<file path="config.mk">
export PLATFORM = sky130hd
export DESIGN_NAME = telnet_line_input_filter_unit
export DESIGN_NICKNAME = d
export VERILOG_FILES = /design/src/design/tlif_pkg.sv /design/src/design/tlif_cfg.sv /design/src/design/tlif_core.sv /design/src/design/telnet_line_input_filter_unit.sv
export SDC_FILE = /design/constraint.sdc
export NUM_CORES = 1
export LEC_CHECK = 0
export BUFFER_PORTS_ARGS = -buffer_cell sky130_fd_sc_hd__buf_2
export CORE_MARGIN = 1.5
export CORE_UTILIZATION = 56
export CTS_CLUSTER_SIZE = 28
export DETAILED_ROUTE_END_ITERATION = 16
export GPL_TIMING_DRIVEN = 1
export PLACE_DENSITY = 0.79
export SYNTH_ARGS = -nofsm -noshare
export SYNTH_HDL_FRONTEND = slang
export SYNTH_SLANG_ARGS = --single-unit
</file>
<file path="constraint.sdc">
create_clock -name clk -period 3.8 [get_ports clk]
set_clock_uncertainty 0.15 [all_clocks]
set_input_delay 0.57 -clock clk [delete_from_list [all_inputs] [get_ports clk]]
set_output_delay 0.57 -clock clk [all_outputs]
set_load 0.01 [all_outputs]
</file>
<file path="src/design/tlif_pkg.sv">
`default_nettype none

package tlif_pkg;

  // default line buffer size
  localparam int MAX_LINE_DEF = 64;

  // field widths
  localparam int BYTE_W   = 8;
  localparam int ECHO_W   = 3;
  localparam int INDEX_W  = 6;
  localparam int STATUS_W = 2;
  localparam int LEN_W    = 7;
  localparam int IAC_W    = 2;
  localparam int CFG_IDX_W  = 3;
  localparam int CFG_DATA_W = 7;

  // configuration register indexes
  localparam logic [CFG_IDX_W-1:0] CFG_MAX_CHARS     = 3'd0;
  localparam logic [CFG_IDX_W-1:0] CFG_FLIP_SPACE    = 3'd1;
  localparam logic [CFG_IDX_W-1:0] CFG_SHADOW_ECHO   = 3'd2;
  localparam logic [CFG_IDX_W-1:0] CFG_MIN_IAC_CHECK = 3'd3;
  localparam logic [CFG_IDX_W-1:0] CFG_KNOWN_BOT     = 3'd4;

  // line capacity after reset
  localparam logic [CFG_DATA_W-1:0] MAX_CHARS_RST = 7'd16;

  // echo codes
  localparam logic [ECHO_W-1:0] ECHO_NONE  = 3'd0;
  localparam logic [ECHO_W-1:0] ECHO_CHAR  = 3'd1;
  localparam logic [ECHO_W-1:0] ECHO_STAR  = 3'd2;
  localparam logic [ECHO_W-1:0] ECHO_ERASE = 3'd3;
  localparam logic [ECHO_W-1:0] ECHO_CLEAR = 3'd4;

  // line status codes
  localparam logic [STATUS_W-1:0] ST_BUSY   = 2'd0;
  localparam logic [STATUS_W-1:0] ST_TERM   = 2'd1;
  localparam logic [STATUS_W-1:0] ST_FULL   = 2'd2;
  localparam logic [STATUS_W-1:0] ST_REJECT = 2'd3;

  // special bytes
  localparam logic [BYTE_W-1:0] B_NUL   = 8'h00;
  localparam logic [BYTE_W-1:0] B_LF    = 8'h0a;
  localparam logic [BYTE_W-1:0] B_CR    = 8'h0d;
  localparam logic [BYTE_W-1:0] B_KILL  = 8'h15;
  localparam logic [BYTE_W-1:0] B_SPACE = 8'h20;
  localparam logic [BYTE_W-1:0] B_UNDER = 8'h5f;
  localparam logic [BYTE_W-1:0] B_DEL   = 8'h7f;
  localparam logic [BYTE_W-1:0] B_SE    = 8'hf0;
  localparam logic [BYTE_W-1:0] B_SB    = 8'hfa;
  localparam logic [BYTE_W-1:0] B_DONT  = 8'hfe;
  localparam logic [BYTE_W-1:0] B_IAC   = 8'hff;

  // telnet receive phase, one-hot
  typedef enum logic [4:0] {
    PH_NORMAL   = 5'b00001,
    PH_IAC      = 5'b00010,
    PH_OPTION   = 5'b00100,
    PH_SUBNEG   = 5'b01000,
    PH_AFTER_CR = 5'b10000
  } phase_t;

  // single-bit mode settings
  typedef struct packed {
    logic flip_space;
    logic shadow_echo;
    logic min_iac_check;
    logic known_bot;
  } mode_t;

  // one result item
  typedef struct packed {
    logic [ECHO_W-1:0]   echo_kind;
    logic                store_valid;
    logic [INDEX_W-1:0]  store_index;
    logic [BYTE_W-1:0]   store_char;
    logic                done_res;
    logic [STATUS_W-1:0] status;
    logic [LEN_W-1:0]    final_length;
    logic                bot_suspect;
  } res_t;

  // letters, digits, underscore and space
  function automatic logic is_line_char(input logic [BYTE_W-1:0] b);
    logic lower, upper, digit;
    lower = (b >= 8'h61) && (b <= 8'h7a);
    upper = (b >= 8'h41) && (b <= 8'h5a);
    digit = (b >= 8'h30) && (b <= 8'h39);
    return lower || upper || digit || (b == B_UNDER) || (b == B_SPACE);
  endfunction

endpackage

`default_nettype wire

</file>
<file path="src/design/tlif_cfg.sv">
`default_nettype none

module tlif_cfg #(
  parameter int MAX_LINE = tlif_pkg::MAX_LINE_DEF,
  localparam int CNT_W = $clog2(MAX_LINE + 1)
) (
  input  wire logic                                clk,
  input  wire logic                                rst_n,
  input  wire logic                                wr_en,
  input  wire logic [tlif_pkg::CFG_IDX_W-1:0]      wr_index,
  input  wire logic [tlif_pkg::CFG_DATA_W-1:0]     wr_data,
  output tlif_pkg::mode_t                          mode,
  output logic [CNT_W-1:0]                         cap
);

  localparam logic [7:0] ML8 = 8'(MAX_LINE);

  logic [7:0]       rst_mc8;
  logic [7:0]       rst_cap8;
  logic [7:0]       wr_mc8;
  logic [7:0]       wr_cap8;
  logic [CNT_W-1:0] cap_r;
  logic [CNT_W-1:0] cap_nxt;
  tlif_pkg::mode_t  mode_r;
  tlif_pkg::mode_t  mode_nxt;

  // capacity is held already clamped to 1..MAX_LINE
  always_comb begin
    rst_mc8  = {1'b0, tlif_pkg::MAX_CHARS_RST};
    rst_cap8 = (rst_mc8 > ML8) ? ML8 : rst_mc8;
    wr_mc8   = {1'b0, wr_data};
    if (wr_mc8 == 8'd0) begin
      wr_cap8 = 8'd1;
    end else if (wr_mc8 > ML8) begin
      wr_cap8 = ML8;
    end else begin
      wr_cap8 = wr_mc8;
    end
  end

  // register write decode
  always_comb begin
    cap_nxt  = cap_r;
    mode_nxt = mode_r;
    if (wr_en) begin
      unique case (wr_index)
        tlif_pkg::CFG_MAX_CHARS:     cap_nxt = CNT_W'(wr_cap8);
        tlif_pkg::CFG_FLIP_SPACE:    mode_nxt.flip_space = wr_data[0];
        tlif_pkg::CFG_SHADOW_ECHO:   mode_nxt.shadow_echo = wr_data[0];
        tlif_pkg::CFG_MIN_IAC_CHECK: mode_nxt.min_iac_check = wr_data[0];
        tlif_pkg::CFG_KNOWN_BOT:     mode_nxt.known_bot = wr_data[0];
        default: ;
      endcase
    end
  end

  always_ff @(posedge clk) begin
    if (!rst_n) begin
      cap_r                <= CNT_W'(rst_cap8);
      mode_r.flip_space    <= 1'b1;
      mode_r.shadow_echo   <= 1'b0;
      mode_r.min_iac_check <= 1'b0;
      mode_r.known_bot     <= 1'b0;
    end else begin
      cap_r  <= cap_nxt;
      mode_r <= mode_nxt;
    end
  end

  assign cap  = cap_r;
  assign mode = mode_r;

endmodule

`default_nettype wire

</file>
<file path="src/design/tlif_core.sv">
`default_nettype none

module tlif_core #(
  parameter int MAX_LINE = tlif_pkg::MAX_LINE_DEF,
  localparam int CNT_W = $clog2(MAX_LINE + 1)
) (
  input  wire logic                             clk,
  input  wire logic                             rst_n,
  input  wire logic                             fire,
  input  wire logic [tlif_pkg::BYTE_W-1:0]      in_byte,
  input  wire tlif_pkg::mode_t                  mode,
  input  wire logic [CNT_W-1:0]                 cap,
  output tlif_pkg::res_t                        res
);

  tlif_pkg::phase_t          phase_r;
  tlif_pkg::phase_t          phase_nxt;
  logic [CNT_W-1:0]          char_count_r;
  logic [CNT_W-1:0]          char_count_nxt;
  logic [tlif_pkg::IAC_W-1:0] iac_count_r;
  logic [tlif_pkg::IAC_W-1:0] iac_count_nxt;
  logic                      finish;
  logic [tlif_pkg::STATUS_W-1:0] fin_status;
  logic [7:0]                cnt8;
  logic [7:0]                len8;

  // decode one byte against the current phase and line state
  always_comb begin
    res            = '0;
    phase_nxt      = phase_r;
    char_count_nxt = char_count_r;
    iac_count_nxt  = iac_count_r;
    finish         = 1'b0;
    fin_status     = tlif_pkg::ST_BUSY;
    cnt8           = 8'(char_count_r);
    len8           = 8'd0;

    unique case (phase_r)
      tlif_pkg::PH_IAC: begin
        if ((in_byte < tlif_pkg::B_SB) || (in_byte > tlif_pkg::B_DONT)) begin
          finish     = 1'b1;
          fin_status = tlif_pkg::ST_REJECT;
        end else if (in_byte == tlif_pkg::B_SB) begin
          phase_nxt = tlif_pkg::PH_SUBNEG;
        end else begin
          phase_nxt = tlif_pkg::PH_OPTION;
        end
      end
      tlif_pkg::PH_OPTION: begin
        phase_nxt = tlif_pkg::PH_NORMAL;
      end
      tlif_pkg::PH_SUBNEG: begin
        if (in_byte == tlif_pkg::B_SE) begin
          phase_nxt = tlif_pkg::PH_NORMAL;
        end
      end
      tlif_pkg::PH_AFTER_CR: begin
        finish     = 1'b1;
        fin_status = tlif_pkg::ST_TERM;
      end
      tlif_pkg::PH_NORMAL: begin
        // line already at capacity (capacity lowered mid-line)
        if (char_count_r >= cap) begin
          finish     = 1'b1;
          fin_status = tlif_pkg::ST_FULL;
        end else if (tlif_pkg::is_line_char(in_byte)) begin
          res.echo_kind   = mode.shadow_echo ? tlif_pkg::ECHO_STAR : tlif_pkg::ECHO_CHAR;
          res.store_valid = 1'b1;
          res.store_index = cnt8[tlif_pkg::INDEX_W-1:0];
          res.store_char  = (mode.flip_space && (in_byte == tlif_pkg::B_SPACE)) ?
                            tlif_pkg::B_UNDER : in_byte;
          char_count_nxt  = char_count_r + 1'b1;
          if (char_count_nxt >= cap) begin
            finish     = 1'b1;
            fin_status = tlif_pkg::ST_FULL;
          end
        end else if ((in_byte == tlif_pkg::B_DEL) && (char_count_r != '0)) begin
          char_count_nxt = char_count_r - 1'b1;
          res.echo_kind  = tlif_pkg::ECHO_ERASE;
        end else if (in_byte == tlif_pkg::B_KILL) begin
          char_count_nxt = '0;
          res.echo_kind  = tlif_pkg::ECHO_CLEAR;
        end else if (in_byte == tlif_pkg::B_IAC) begin
          if (iac_count_r < 2'd2) begin
            iac_count_nxt = iac_count_r + 1'b1;
          end
          phase_nxt = tlif_pkg::PH_IAC;
        end else if (in_byte == tlif_pkg::B_CR) begin
          phase_nxt = tlif_pkg::PH_AFTER_CR;
        end else if ((in_byte == tlif_pkg::B_LF) || (in_byte == tlif_pkg::B_NUL)) begin
          finish     = 1'b1;
          fin_status = tlif_pkg::ST_TERM;
        end else begin
          finish     = 1'b1;
          fin_status = tlif_pkg::ST_REJECT;
        end
      end
      default: begin
        phase_nxt = tlif_pkg::PH_NORMAL;
      end
    endcase

    // line completion: report and restart
    if (finish) begin
      len8             = 8'(char_count_nxt);
      res.done_res     = 1'b1;
      res.status       = fin_status;
      res.final_length = (fin_status == tlif_pkg::ST_REJECT) ?
                         '0 : len8[tlif_pkg::LEN_W-1:0];
      res.bot_suspect  = mode.min_iac_check && (iac_count_r < 2'd2) && !mode.known_bot;
      phase_nxt        = tlif_pkg::PH_NORMAL;
      char_count_nxt   = '0;
      iac_count_nxt    = '0;
    end
  end

  // line state advances once per transfer into the result register
  always_ff @(posedge clk) begin
    if (!rst_n) begin
      phase_r      <= tlif_pkg::PH_NORMAL;
      char_count_r <= '0;
      iac_count_r  <= '0;
    end else if (fire) begin
      phase_r      <= phase_nxt;
      char_count_r <= char_count_nxt;
      iac_count_r  <= iac_count_nxt;
    end
  end

  // phase register stays one-hot
  a_phase_onehot: assert property (@(posedge clk) disable iff (!rst_n)
    $onehot(phase_r))
    else $error("phase register not one-hot");

  // iac count saturates at two
  a_iac_sat: assert property (@(posedge clk) disable iff (!rst_n)
    iac_count_r != 2'd3)
    else $error("iac count past saturation");

  // length never exceeds the buffer
  a_count_bound: assert property (@(posedge clk) disable iff (!rst_n)
    char_count_r <= CNT_W'(MAX_LINE))
    else $error("line length beyond buffer size");

  // a completed line restarts from a clean state
  a_restart: assert property (@(posedge clk) disable iff (!rst_n)
    fire && res.done_res |=>
      (char_count_r == '0) && (iac_count_r == '0) && (phase_r == tlif_pkg::PH_NORMAL))
    else $error("line state not cleared after completion");

  // a stored character grows the line by one unless it completes it
  a_store_grow: assert property (@(posedge clk) disable iff (!rst_n)
    fire && res.store_valid && !res.done_res |=>
      char_count_r == CNT_W'($past(char_count_r) + 1'b1))
    else $error("store did not advance the line length");

endmodule

`default_nettype wire

</file>
<file path="src/design/telnet_line_input_filter_unit.sv">
`default_nettype none

// path: a byte held in the input register is decoded into the result register on out_*
// throughput: one byte per cycle while out_stall is low; set by the single decode
//   step between the input register and the result register, which both hold on a stall
// reset: synchronous active-low rst_n empties both registers, returns the line
//   to the normal phase with no characters, and loads the register defaults

module telnet_line_input_filter_unit #(
  parameter int MAX_LINE = tlif_pkg::MAX_LINE_DEF
) (
  input  wire logic                               clk,
  input  wire logic                               rst_n,
  // byte input channel
  input  wire logic                               in_valid,
  output logic                                    in_stall,
  input  wire logic [tlif_pkg::BYTE_W-1:0]        in_byte,
  // result channel
  output logic                                    out_valid,
  input  wire logic                               out_stall,
  output logic [tlif_pkg::ECHO_W-1:0]             out_echo_kind,
  output logic                                    out_store_valid,
  output logic [tlif_pkg::INDEX_W-1:0]            out_store_index,
  output logic [tlif_pkg::BYTE_W-1:0]             out_store_char,
  output logic                                    out_done_res,
  output logic [tlif_pkg::STATUS_W-1:0]           out_status,
  output logic [tlif_pkg::LEN_W-1:0]              out_final_length,
  output logic                                    out_bot_suspect,
  // configuration write channel
  input  wire logic                               cfg_valid,
  output logic                                    cfg_ready,
  input  wire logic [tlif_pkg::CFG_IDX_W-1:0]     cfg_index,
  input  wire logic [tlif_pkg::CFG_DATA_W-1:0]    cfg_wdata
);

  localparam int CNT_W = $clog2(MAX_LINE + 1);

  logic                          in_v_r;
  logic                          in_v_nxt;
  logic [tlif_pkg::BYTE_W-1:0]   in_byte_r;
  logic                          out_v_r;
  logic                          out_v_nxt;
  tlif_pkg::res_t                out_res_r;
  tlif_pkg::res_t                core_res;
  tlif_pkg::mode_t               mode;
  logic [CNT_W-1:0]              cap;
  logic                          in_xfer;
  logic                          adv;

  // configuration registers
  assign cfg_ready = 1'b1;

  tlif_cfg #(
    .MAX_LINE (MAX_LINE)
  ) u_cfg (
    .clk      (clk),
    .rst_n    (rst_n),
    .wr_en    (cfg_valid && cfg_ready),
    .wr_index (cfg_index),
    .wr_data  (cfg_wdata),
    .mode     (mode),
    .cap      (cap)
  );

  // pipeline handshake: the held byte moves on when the result slot frees up
  assign adv      = in_v_r && (!out_v_r || !out_stall);
  assign in_stall = in_v_r && out_v_r && out_stall;
  assign in_xfer  = in_valid && !in_stall;
  assign in_v_nxt  = (in_v_r && !adv) || in_xfer;
  assign out_v_nxt = adv || (out_v_r && out_stall);

  always_ff @(posedge clk) begin
    if (!rst_n) begin
      in_v_r  <= 1'b0;
      out_v_r <= 1'b0;
    end else begin
      in_v_r  <= in_v_nxt;
      out_v_r <= out_v_nxt;
    end
  end

  // payload registers
  always_ff @(posedge clk) begin
    if (in_xfer) begin
      in_byte_r <= in_byte;
    end
    if (adv) begin
      out_res_r <= core_res;
    end
  end

  // line editing decode and state
  tlif_core #(
    .MAX_LINE (MAX_LINE)
  ) u_core (
    .clk     (clk),
    .rst_n   (rst_n),
    .fire    (adv),
    .in_byte (in_byte_r),
    .mode    (mode),
    .cap     (cap),
    .res     (core_res)
  );

  // result ports
  assign out_valid        = out_v_r;
  assign out_echo_kind    = out_res_r.echo_kind;
  assign out_store_valid  = out_res_r.store_valid;
  assign out_store_index  = out_res_r.store_index;
  assign out_store_char   = out_res_r.store_char;
  assign out_done_res     = out_res_r.done_res;
  assign out_status       = out_res_r.status;
  assign out_final_length = out_res_r.final_length;
  assign out_bot_suspect  = out_res_r.bot_suspect;

  // a stall to the input only ever comes from a full, stalled result slot
  a_stall_src: assert property (@(posedge clk) disable iff (!rst_n)
    in_stall |-> (in_v_r && out_v_r && out_stall))
    else $error("input stalled without a blocked result");

  // a stalled result slot keeps its contents
  a_hold_res: assert property (@(posedge clk) disable iff (!rst_n)
    out_v_r && out_stall |=> out_v_r && $stable(out_res_r))
    else $error("result changed while stalled");

  // a byte held in the input register is never dropped
  a_no_drop: assert property (@(posedge clk) disable iff (!rst_n)
    in_v_r && !adv |=> in_v_r && $stable(in_byte_r))
    else $error("held input byte lost");

endmodule

`default_nettype wire
</file>
* After elaboration in Yosys (flattened, before gate mapping)
Index checks and enable logic that the tools add are counted.
Operators by class: $add $sub $neg 3, shift-type cells 0, bitwise gates (word level) 3, divide/modulo/power cells 0, $mul 0, reduce and logical (&&, ||, !) cells 45, mux-type cells 54, order comparisons 12, eq/ne operators 30
Operators by type and width (number):
- two-way mux 7 bit | 9
- two-way mux 5 bit | 9
- two-way mux 2 bit | 18
- equality test 8 bit (second input constant) | 3
- case mux 5 bit (4 select lines) | 1
- equality test 8 x 4 -> 1 bit (second input constant) | 2
- equality test 8 x 7 -> 1 bit (second input constant) | 2
- greater-or-equal comparator 8 x 7 -> 1 bit (second input constant) | 2
- less-or-equal comparator 8 x 7 -> 1 bit (second input constant) | 2
- two-way mux 15 bit | 1
- inequality test 3 x 2 -> 1 bit (second input constant) | 5
- greater-or-equal comparator 7 bit | 2
- logical AND 1 bit | 13
- two-way mux 11 bit | 1
- inequality test 2 x 1 -> 1 bit (second input constant) | 5
- AND reduction 2 bit | 5
- logical OR 1 bit | 9
- two-way mux 3 bit | 3
- AND reduction 9 bit | 1
- equality test 8 x 5 -> 1 bit (second input constant) | 1
- equality test 8 x 6 -> 1 bit (second input constant) | 1
- greater-or-equal comparator 8 x 6 -> 1 bit (second input constant) | 1
- greater-than comparator 8 bit (second input constant) | 1
- less-or-equal comparator 8 x 6 -> 1 bit (second input constant) | 1
- other kinds (32) | 49
Word-level totals: bits in latches 0, output and inout port bits 32, ROM bits 0, bits in writable memories 0, input bits 23, memories kept 0, register bits 64, logic and storage cells 167

* Longest topological paths before layout
word-level depth 13, depth in mapped cells 13, mapped depth without buffers 12

* By module
From an unflattened synthesis, not the netlist that was laid out.
Second synthesis, totals: cells, all modules 354, area total of the unflattened synthesis 3567.2 um^2
By module, submodules not included:
- tlif_core | cells each 256, seq. area each 280.3 um^2, times used 1, area an instance 1885.6 um^2
- telnet_line_input_filter_unit | cells each 47, seq. area each 1151.1 um^2, times used 1, area an instance 1206.2 um^2
- tlif_cfg | cells each 51, seq. area each 220.2 um^2, times used 1, area an instance 475.5 um^2

* Least setup slack after synthesis
Ideal clock, no wire load.
kind input port to flip-flop, start input out_stall, end register u_core.phase_r[0], arrival time 3.072 ns, setup slack 0.450 ns, buffers on the path 0, setup time 0.128 ns, data required time 3.522 ns, cell stages on the path 4, cells stage by stage a21boi_1 -> and3_1 -> a22oi_4 -> mux2i_1
On the way: cells in the longest elaborated chain, start to end 4
RTL lines:
- from (decl) | line telnet_line_input_filter_unit.sv:20 | input wire logic out_stall,
- zero test 1 bit | line telnet_line_input_filter_unit.sv:66 | assign adv = in_v_r && (!out_v_r || !out_stall);
- logical OR 1 bit | line telnet_line_input_filter_unit.sv:66
- logical AND 1 bit | line telnet_line_input_filter_unit.sv:66
- AND reduction 9 bit (no line)
- to (signal assigned) | line tlif_core.sv:120 | phase_r <= tlif_pkg::PH_NORMAL;
- to (signal assigned) | line tlif_core.sv:124 | phase_r <= phase_nxt;
- to (decl) | line tlif_core.sv:16 | tlif_pkg::phase_t phase_r;
No other way between the ends. A chain may end at the register's enable or synchronous reset.

* Final worst setup path
start register u_core.char_count_r[0], end register out_res_r (netlist bit out_final_length[6]) (data pin)
On the way: cells in the longest elaborated chain, start to end 8, elaborated cells on any way between the ends 23, classes of those cells add/sub (2); order compare (2); eq/ne (1); mux (14); bitwise (1); reduce/logical (3)
RTL lines:
- from (decl) | line tlif_core.sv:18 | logic [CNT_W-1:0] char_count_r;
- from (signal assigned) | line tlif_core.sv:125 | char_count_r <= char_count_nxt;
- adder 7 x 1 -> 7 bit or nonzero test 7 bit (tied branches) | line tlif_core.sv:72, tlif_core.sv:77
- greater-or-equal comparator 7 bit or logical AND 1 bit (tied branches) | line tlif_core.sv:73, tlif_core.sv:77
- two-way mux 2 bit, or another cell as far along | line tlif_core.sv:73 | if (char_count_nxt >= cap) begin
- two-way mux 2 bit or two-way mux 1 bit (tied branches) | line tlif_core.sv:66 | end else if (tlif_pkg::is_line_char(in_byte)) begin
- two-way mux 2 bit or two-way mux 1 bit (tied branches) | line tlif_core.sv:63 | if (char_count_r >= cap) begin
- case mux 2 bit (3 select lines) or case mux 1 bit (3 select lines) (tied branches) | line tlif_core.sv:38 | unique case (phase_r)
- equality test 2 bit or inverter 1 bit (tied branches)
- OR reduction 2 bit (no line)
- to (signal assigned) | line telnet_line_input_filter_unit.sv:88 | out_res_r <= core_res;
- to (decl) | line telnet_line_input_filter_unit.sv:43 | tlif_pkg::res_t out_res_r;
Parallel ways exist; a longest one is shown, timed or not.

==> results.toml <==
[sta]
setup_viol = 0
max_freq_mhz = 284.9
worst_slack_ns = 0.2901
slew_headroom_pct = 33.37
hold_slack_ns = 0.2454
rsz0062_at_grt = "false"
period_minus_slack_ns = 3.510
setup_tns_ns = 0
final-hold-violation-count = 0
worst_pin_slew_ns = 0.9927
finalCritPeriodShare_pct = 92.37
slew_violations = 0

[worst_setup_path]
crit_family = "compound AO/OA/AOI/OAI gates"
cp-end-kind = "flop"
crit_arrival_ns = 3.45
timing.rr.start = "u_core.char_count_r[0]$_SDFFE_PN0P_"
crit_buf_inv = 1
r2r_cells = 9
path_max_fanout = 16
critPathRequiredTime_ns = 3.74
cpPeakStageDelay_ns = 0.54
startpoint_type = "flop"
r2r_setup_slack_ns = 0.29
crit_chain = "inv_1 > ha_1 > nand2b_1 > a31oi_1 > o211a_1 > o31ai_1 > a31o_2 > a221oi_1 > nor2_1"
crit_type = "reg -> reg"
slowest_stage = "dfxtp_1"
reg2reg_to = "out_final_length[6]$_SDFFCE_PP0P_"

[clock_tree]
cts-root-buf = "clkbuf_8"
clkSlewWorstSetupHoldPaths_ns = 0.07
ctsResizeCount = 0
cts-htree-levels = 3
post_cts_buffers = 0
clockBufferDepth = 2
cts_inserted_buffers = 9
cts_tree = "done"
postCtsHoldBufs = 0
clk_latency_ns = 0.35
cts.sinks = 64

[synthesis]
syn-cell-area_um2 = 3632
seq_area_frac_synth_pct = 45.47
syn-num-nets = 409
yosys_warnings = 0
async_reset_ff_share_pct = 0
ys_types = 66
synth_area_per_cell_um2 = 9.843
synthCells = 369
ys_ff_latch = 64
ys.flop_type = "edfxtp_1"
synth-edff-count = 37

[routing]
avgRoutedWirePerCell_um = 16.62
dr.max_layer_used = "met4"
vias = 3071
drc = 0
wirelength_um = 8244
wirelength_met1_um = 3682
first_pass_iters = 6
drt_iter0_markers = 466
antenna_left = 0
viasPerCell = 6.192
wl_met3_um = 676
wl_met2_um = 3675

[placement]
numPortBuffers = 53
dp_slack_ns = 0.4478
place_area_um2 = 3915
dp_hpwl_um = 5753
gp_congestion = 0.9664
dp.cells = 480

[finish]
seqCellArea_um2 = 1652
utilization_pct = 65.40
multi_input_area_um2 = 1817
instances_no_fill = 496
fillers = 513
final_cell_area_um2 = 4129
nNetsFinal = 454
syn_to_final_growth_pct = 13.68
layout-drive-gt1-share_pct = 20.76
antennaDiodeCount = 0

[pwr]
p_leak_nw = 1.666
power_density_nw_per_um2 = 387.4
irDropWorstVdd_uv = 240.7
power_mw = 1.599

[die]
std_cell_rows = 29
die_w_um = 83.54
pin_count = 55
die_area_um2 = 6978
fp.dieH_um = 83.54
start_util_pct = 57.53
core_area_um2 = 6314

[grt]
grt_pass1_vias = 2755
grt_overflow_total = 0
grt_pass1_wl_um = 13480
antenna_found_initial = 0
grt_max_degree = 30
grtUsageTotal_pct = 24.14

[run]
cap_viol_max_count = 0

[worst_hold_path]
holdPathEnd = "in_byte_r[6]$_DFFE_PP_"
min_path_cells = 1
hold_class = "in -> reg"
hold_start = "in_byte[6]"

[run_status]
status = "completed"
-- sequential cells by signal, summed over array words and instances (netlist names) --
register	flops
in_byte_r	8
out_store_char	8
out_final_length	7
u_cfg.cap	7
u_core.char_count_r	7
out_store_index	6
u_core.phase_r	5
u_cfg.mode	4
out_echo_kind	3
out_status	2
u_core.iac_count_r	2
in_v_r	1
out_bot_suspect	1
out_done_res	1
out_store_valid	1
out_valid	1
-- where the power goes --
part / switching, mW / internal (mW)
combinational: 0.108 / 0.0691
sequential: 0.0228 / 0.761
clock: 0.254 / 0.384
total: 0.385 / 1.21
-- synthesized netlist by cell type, types with 4 or more instances --
| library cell | instances | share of area, % |
|---|---|---|
| and3_1 | 8 | 1.4 |
| inv_1 | 15 | 1.6 |
| xnor2_1 | 6 | 1.4 |
| nand2b_1 | 4 | 0.69 |
| mux2i_1 | 10 | 2.8 |
| nand3_1 | 15 | 2.1 |
| nand2_1 | 28 | 2.9 |
| nor4_1 | 6 | 1.0 |
| clkbuf_1 | 10 | 1.0 |
| nor2_1 | 32 | 3.3 |
| nor3b_1 | 6 | 1.2 |
| dfxtp_1 | 27 | 15 |
| buf_2 | 9 | 1.2 |
| o21ai_0 | 12 | 1.7 |
| edfxtp_1 | 37 | 31 |
| a31oi_1 | 6 | 1.0 |
| a21oi_1 | 18 | 2.5 |
| nand4_1 | 9 | 1.6 |
| nor2b_1 | 17 | 2.9 |
| ha_1 | 17 | 5.9 |
| nor3_1 | 9 | 1.2 |
-- placed cells by master (no fill, tap or decap), types with 4 or more instances in the layout --
cell type  instances
a21oi_1           18
a31oi_1            6
and3_1             8
buf_2             53
clkbuf_8          10
dfxtp_1           27
edfxtp_1          37
ha_1              17
inv_1             15
mux2i_1           10
nand2_1           28
nand2b_1           4
nand3_1           15
nand4_1            9
nor2_1            32
nor2b_1           17
nor3_1             9
nor3b_1            6
nor4_1             6
o21ai_0           12
xnor2_1            6
-- final cells by class --
type                       instances  share of cell area [%]
clock buffer                      12                   3.515
clock inverter                     4                   1.667
inverter                          16                   1.515
multi-input combinational        267                   44.00
sequential                        64                   40.00
tap                               77                   2.333
timing repair buffer              56                   6.970
-- kinds of logic (layout without fill, tap and decap cells) --
family	count (synthesis)	in the layout	synth area share [%]
buffers and inverters	38	88	4.823
and+or+nand+nor	152	152	22.70
AOI/OAI and AO/OA	78	78	16.26
xor gates and xnor gates	8	8	1.929
DFF	64	64	45.47
other	2	2	0.2068
muxes	10	10	2.756
adders and majority gates	17	17	5.856
-- worst max path at each step --
stage | startpoint | end | slack [ns] | depth (start not counted)
floorplan | out_stall | u_core.phase_r[0]$_SDFFE_PN1P_ | 0.45 | 4
global placement | u_core.char_count_r[0]$_SDFFE_PN0P_ | out_final_length[6]$_SDFFCE_PP0P_ | 0.46 | 9
detailed placement | u_core.char_count_r[0]$_SDFFE_PN0P_ | out_final_length[6]$_SDFFCE_PP0P_ | 0.45 | 9
CTS | u_core.char_count_r[0]$_SDFFE_PN0P_ | out_final_length[6]$_SDFFCE_PP0P_ | 0.41 | 9
global route | u_core.char_count_r[0]$_SDFFE_PN0P_ | out_final_length[6]$_SDFFCE_PP0P_ | 0.13 | 9
finish | u_core.char_count_r[0]$_SDFFE_PN0P_ | out_final_length[6]$_SDFFCE_PP0P_ | 0.29 | 9
-- metal layers --
| metal | GRT usage, % | vias up |
|---|---|---|
| met5 | 0 | - |
| met4 | 11.33 | 0 |
| met3 | 5.242 | 26 |
| met2 | 35.25 | 175 |
| met1 | 34.34 | 1412 |
| li1 | - | 1458 |
Note: power is estimated with default switching activity, not from simulation.
